$ cat config.mk
export PLATFORM = sky130hd
export DESIGN_NAME = mtg_front
export DESIGN_NICKNAME = d
export VERILOG_FILES = /design/src/rtl/mtg_pkg.sv /design/src/rtl/mtg_front.sv
export SDC_FILE = /design/constraint.sdc
export NUM_CORES = 1
export LEC_CHECK = 0
export BUFFER_PORTS_ARGS = -buffer_cell sky130_fd_sc_hd__buf_2
export CAP_MARGIN = 40
export CORE_UTILIZATION = 57
export CTS_BUF_LIST = sky130_fd_sc_hd__clkbuf_8
export DETAILED_ROUTE_END_ITERATION = 6
export PLACE_DENSITY = 0.86
export SLEW_MARGIN = 20
export SYNTH_ARGS = -nofsm -noshare
export SYNTH_HDL_FRONTEND = slang
export SYNTH_SLANG_ARGS = --single-unit
$ cat constraint.sdc
create_clock -name clock -period 3.5 [get_ports clock]
set_clock_uncertainty 0.1 [all_clocks]
set_input_delay 0.7 -clock clock [delete_from_list [all_inputs] [get_ports clock]]
set_output_delay 0.7 -clock clock [all_outputs]
set_load 0.005 [all_outputs]
$ cat src/rtl/mtg_pkg.sv
// ---------------------------------------------------------------------------
// mtg_pkg
// Constants, command types and tempering for the MT19937 generator.
// ---------------------------------------------------------------------------
package mtg_pkg;

   localparam int STATE_WORDS   = 624;
   localparam int MIDDLE_OFFSET = 397;
   localparam int KEY_WORDS     = 16;

   localparam int IDX_W = $clog2(STATE_WORDS + 1);
   localparam int KA_W  = (KEY_WORDS > 1) ? $clog2(KEY_WORDS) : 1;
   localparam int KC_W  = $clog2(KEY_WORDS + 1);

   localparam logic [31:0] MATRIX_A      = 32'h9908b0df;
   localparam logic [31:0] INIT_MULT     = 32'd1812433253;
   localparam logic [31:0] KEY_MULT_A    = 32'd1664525;
   localparam logic [31:0] KEY_MULT_B    = 32'd1566083941;
   localparam logic [31:0] KEY_BASE_SEED = 32'd19650218;
   localparam logic [31:0] TEMPER_B      = 32'h9d2c5680;
   localparam logic [31:0] TEMPER_C      = 32'hefc60000;
   localparam logic [31:0] UPPER_MASK    = 32'h80000000;
   localparam logic [31:0] LOWER_MASK    = 32'h7fffffff;

   // request modes as they arrive on the bus
   localparam logic [1:0] MODE_DRAW = 2'd0;
   localparam logic [1:0] MODE_SEED = 2'd1;
   localparam logic [1:0] MODE_KEY  = 2'd2;

   typedef enum logic [1:0] {
      OP_DRAW,
      OP_SEED,
      OP_KEY
   } op_type;

   typedef struct packed {
      op_type      op;
      logic [31:0] data;
      logic        last;
   } cmd_type;

   function automatic logic [31:0] temper(input logic [31:0] w);
      logic [31:0] y;
      y = w ^ (w >> 11);
      y = y ^ ((y << 7) & TEMPER_B);
      y = y ^ ((y << 15) & TEMPER_C);
      y = y ^ (y >> 18);
      return y;
   endfunction

endpackage

$ cat src/rtl/mtg_front.sv
// ---------------------------------------------------------------------------
// mtg_front
// Accepts request beats, turns them into commands and queues them.
// ---------------------------------------------------------------------------
module mtg_front (
   input  logic             clock,
   input  logic             reset,
   input  logic             req_tvalid,
   output logic             req_tready,
   input  logic [39:0]      req_tdata,  // [1:0] mode, [33:2] data_word, zero fill
   input  logic             req_tlast,  // key_last
   input  logic             hold,
   output logic             cmd_valid,
   output mtg_pkg::cmd_type cmd,
   input  logic             cmd_pop
);

   mtg_pkg::cmd_type slot_ff [2];
   mtg_pkg::cmd_type slot_in [2];
   logic [1:0]       count_ff, count_in;
   logic             push;
   mtg_pkg::cmd_type new_cmd;
   logic             known;

   assign req_tready = (count_ff != 2'd2) && !hold;
   assign cmd_valid  = (count_ff != 2'd0);
   assign cmd        = slot_ff[0];

   always_comb begin
      new_cmd.data = req_tdata[33:2];
      new_cmd.last = req_tlast;
      known        = 1'b1;
      case (req_tdata[1:0])
         mtg_pkg::MODE_DRAW: new_cmd.op = mtg_pkg::OP_DRAW;
         mtg_pkg::MODE_SEED: new_cmd.op = mtg_pkg::OP_SEED;
         mtg_pkg::MODE_KEY:  new_cmd.op = mtg_pkg::OP_KEY;
         default: begin
            new_cmd.op = mtg_pkg::OP_DRAW;
            known      = 1'b0;  // unused mode: beat is taken and dropped
         end
      endcase
   end

   assign push = req_tvalid && req_tready && known;

   always_comb begin
      slot_in  = slot_ff;
      count_in = count_ff;
      if (cmd_pop && cmd_valid) begin
         slot_in[0] = slot_ff[1];
         count_in   = count_in - 2'd1;
      end
      if (push) begin
         slot_in[count_in[0]] = new_cmd;
         count_in             = count_in + 2'd1;
      end
   end

   always_ff @(posedge clock) begin
      slot_ff <= slot_in;
      if (reset) begin
         count_ff <= 2'd0;
      end else begin
         count_ff <= count_in;
      end
   end

endmodule

==> results.yml <==
final_layout:
  n_antenna_cell: 0
  final_util_pct: 65.4
  drive_gt1_share_pct: 30.1
  nets: 458
  multi_input_area_um2: 1710
  final_cells: 492
  fillers: 520
  area_growth_pct: 7.98
  ff_latch_area_um2: 1790
global_route:
  globalRoute.totalOverflow: 0
  grt.total_usage_pct: 24.8
  grt_max_degree: 72
  grt_pass1_vias: 2921
  antenna_found_initial: 0
  grt_pass1_wl_mm: 14.1
timing:
  relSlewSlack_pct: 44.7
  timing.final.hold_violations: 0
  setup_violations: 0
  fmax_mhz: 441
  timing.final.crit_share_pct: 64.7
  tightest_slew_ps: 829
  rsz0062_at_grt: "no"
  finalMaxSlewViolations: 0
  fin_crit_ps: 2270
  setup-tns-final_ps: 0
clocking:
  clk_latency_ps: 340
  cts_buffer_depth: 2
  cts_setup_buffers: 0
  cts.repair.resized: 0
  clock-sinks: 72
  cts_inserted_buffers: 9
  htree_levels: 3
  clk_pin_slew_ps: 70
  cts_tree: "done"
  cts_hold_buf: 0
  clockRootBuffer: "clkbuf_8"
die:
  core-area_um2: 6490
  initial_core_util_pct: 60.6
  ios: 83
  dieArea_um2: 7240
  num_rows: 29
  die_width_um: 85.1
  fp.dieH_um: 85.1
synthesis:
  synth_cell_types: 30
  avgSynthCellArea_um2: 10.2
  synth.net_count: 433
  synth_area_um2: 3940
  synthCells: 385
  ys_ff_latch: 72
  ys_seq_area_share_pct: 45.5
  ys_warn_count: 0
setup_path:
  end_kind: "flip-flop"
  crit_path_start: "count_ff[0]"
  critical_path_peak_fanout: 17
  start_kind: "flip-flop"
  rr_worst_depth: 6
  timing.rr.start: "count_ff[0]"
  critPathArrivalTime_ps: 2190
  critPathRequiredTime_ps: 3430
  slowest_delay_ps: 350
  critPathKind: "flip-flop to flip-flop"
  cpMaxStageDelayCell: "nor2_4"
  cp_cell_sequence: "inv_1, ha_1, nor3b_4, nand2_2, nor2_4, buf_4"
route:
  met3WireLength_um: 606
  wl_met1_mm: 3.87
  drc_errors: 0
  dr.max_layer_used: "met4"
  vias: 3166
  routed_via_density: 6.43
  wl_met2_mm: 4.18
  wl_per_cell_um: 17.8
  dr.first_iter.drc_count: 244
  firstDrtPassIters: 5
  ant_nets: 0
  drt_wl_total_mm: 8.76
placed_design:
  gp_congestion: 0.798
  port_buffers: 76
  dp_hpwl_mm: 5.32
  dp_cells: 475
min_path:
  min_path_cells: 2
  hp-class: "input pin to flip-flop"
  hp-start: "reset"
flow_run:
  max_cap_violations: 0
pwr:
  ir_drop_v: 0.000411
  leakagePower_uw: 0.00153
  powerDensity_nw_per_um2: 842
run_status:
  status: "finished clean"
-- layout make-up --
type                    instances  share of cell area (%)
multi-input cells             235                    40.1
clock buffers                  10                    3.24
well taps                      77                    2.27
repair buffers                 87                    11.2
clock inverters                 6                   0.559
inverters                       5                   0.442
flip-flops and latches         72                    42.2
-- cells in the mapped netlist, drive strengths merged --
cell type / number / area [um2]
a2bb2oi: 2 / 17.5
dfxtp: 37 / 741
and2: 1 / 6.26
nand3: 1 / 10.0
and4: 1 / 8.76
inv: 5 / 18.8
a31oi: 2 / 12.5
clkbuf: 19 / 71.3
o22ai: 33 / 206
a221oi: 33 / 414
ha: 2 / 25.0
nand2: 3 / 11.3
nor2b: 1 / 6.26
nor3: 1 / 5.00
nand2b: 34 / 213
o211a: 1 / 10.0
o21ai: 37 / 185
a21oi: 34 / 170
xnor2: 1 / 8.76
nand4b: 33 / 289
buf: 54 / 369
edfxtp: 35 / 1050
a311o: 2 / 20.0
nor2: 11 / 41.3
and3: 1 / 6.26
nor3b: 1 / 18.8
-- per-stage QoR --
| step | total power, uW | hold slack [ps] | cell area (um2) | setup WS, ps |
|---|---|---|---|---|
| finish | 3580 | 449 | 4250 | 1230 |
| global route | 3820 | 442 | 4250 | 1080 |
| CTS | 3560 | 431 | 4230 | 1050 |
| detailed placement | 3000 | 472 | 4070 | 1070 |
| global placement | 2930 | 458 | 4070 | 1120 |
| floorplan | 2830 | 445 | 3940 | 362 |
-- path summary, 6_finish.rpt --
kind / slack (ps) / to
hold / removal: 450 / count_ff[0]
hold reg to reg: 480 / cmd[13]
setup reg to reg: 1230 / flip-flop
setup / recovery: 1230 / flip-flop
-- power by group --
part | switching, uW | internal (uW) | leakage (uW)
combinational | 896 | 787 | 0.000801
sequential | 162 | 1170 | 0.000630
clock | 299 | 263 | 0.000102
total | 1360 | 2220 | 0.00153
-- placed cells by master, fill, tap and decap left out, drive strengths merged --
cell type and count:
o211a 1, a21oi 34, and2 1, nand2 3
a311o 2, nor2b 1, clkbuf 10, nor2 11
o22ai 33, and3 1, o21ai 37, nand2b 34
dfxtp 37, edfxtp 35, xnor2 1, a221oi 33
nor3b 1, clkinv 1, nand4b 33, inv 10
buf 87, nand3 1, a2bb2oi 2, a31oi 2
and4 1, ha 2, nor3 1
-- critical path: cells and delay by family (launching register included) --
family | cells | cell delay (ps)
buffers and inverters | 2 | 430
DFF | 1 | 320
adders and majority gates | 1 | 260
and+or+nand+nor | 3 | 840
-- metal layers --
metal  global-route usage (%)  up-vias
met5                        0        -
met4                     7.86        0
met3                     5.16        9
met2                     39.4      133
met1                     34.1     1518
li1                         -     1506
-- logic make-up after synthesis --
family | share of synthesized area [%]
buffers and inverters | 11.7
adders and majority gates | 0.636
and+or+nand+nor | 15.6
AOI/OAI and AO/OA | 26.3
xor gates and xnor gates | 0.223
DFF | 45.5
No activity file was read; power rests on OpenSTA's default activity.
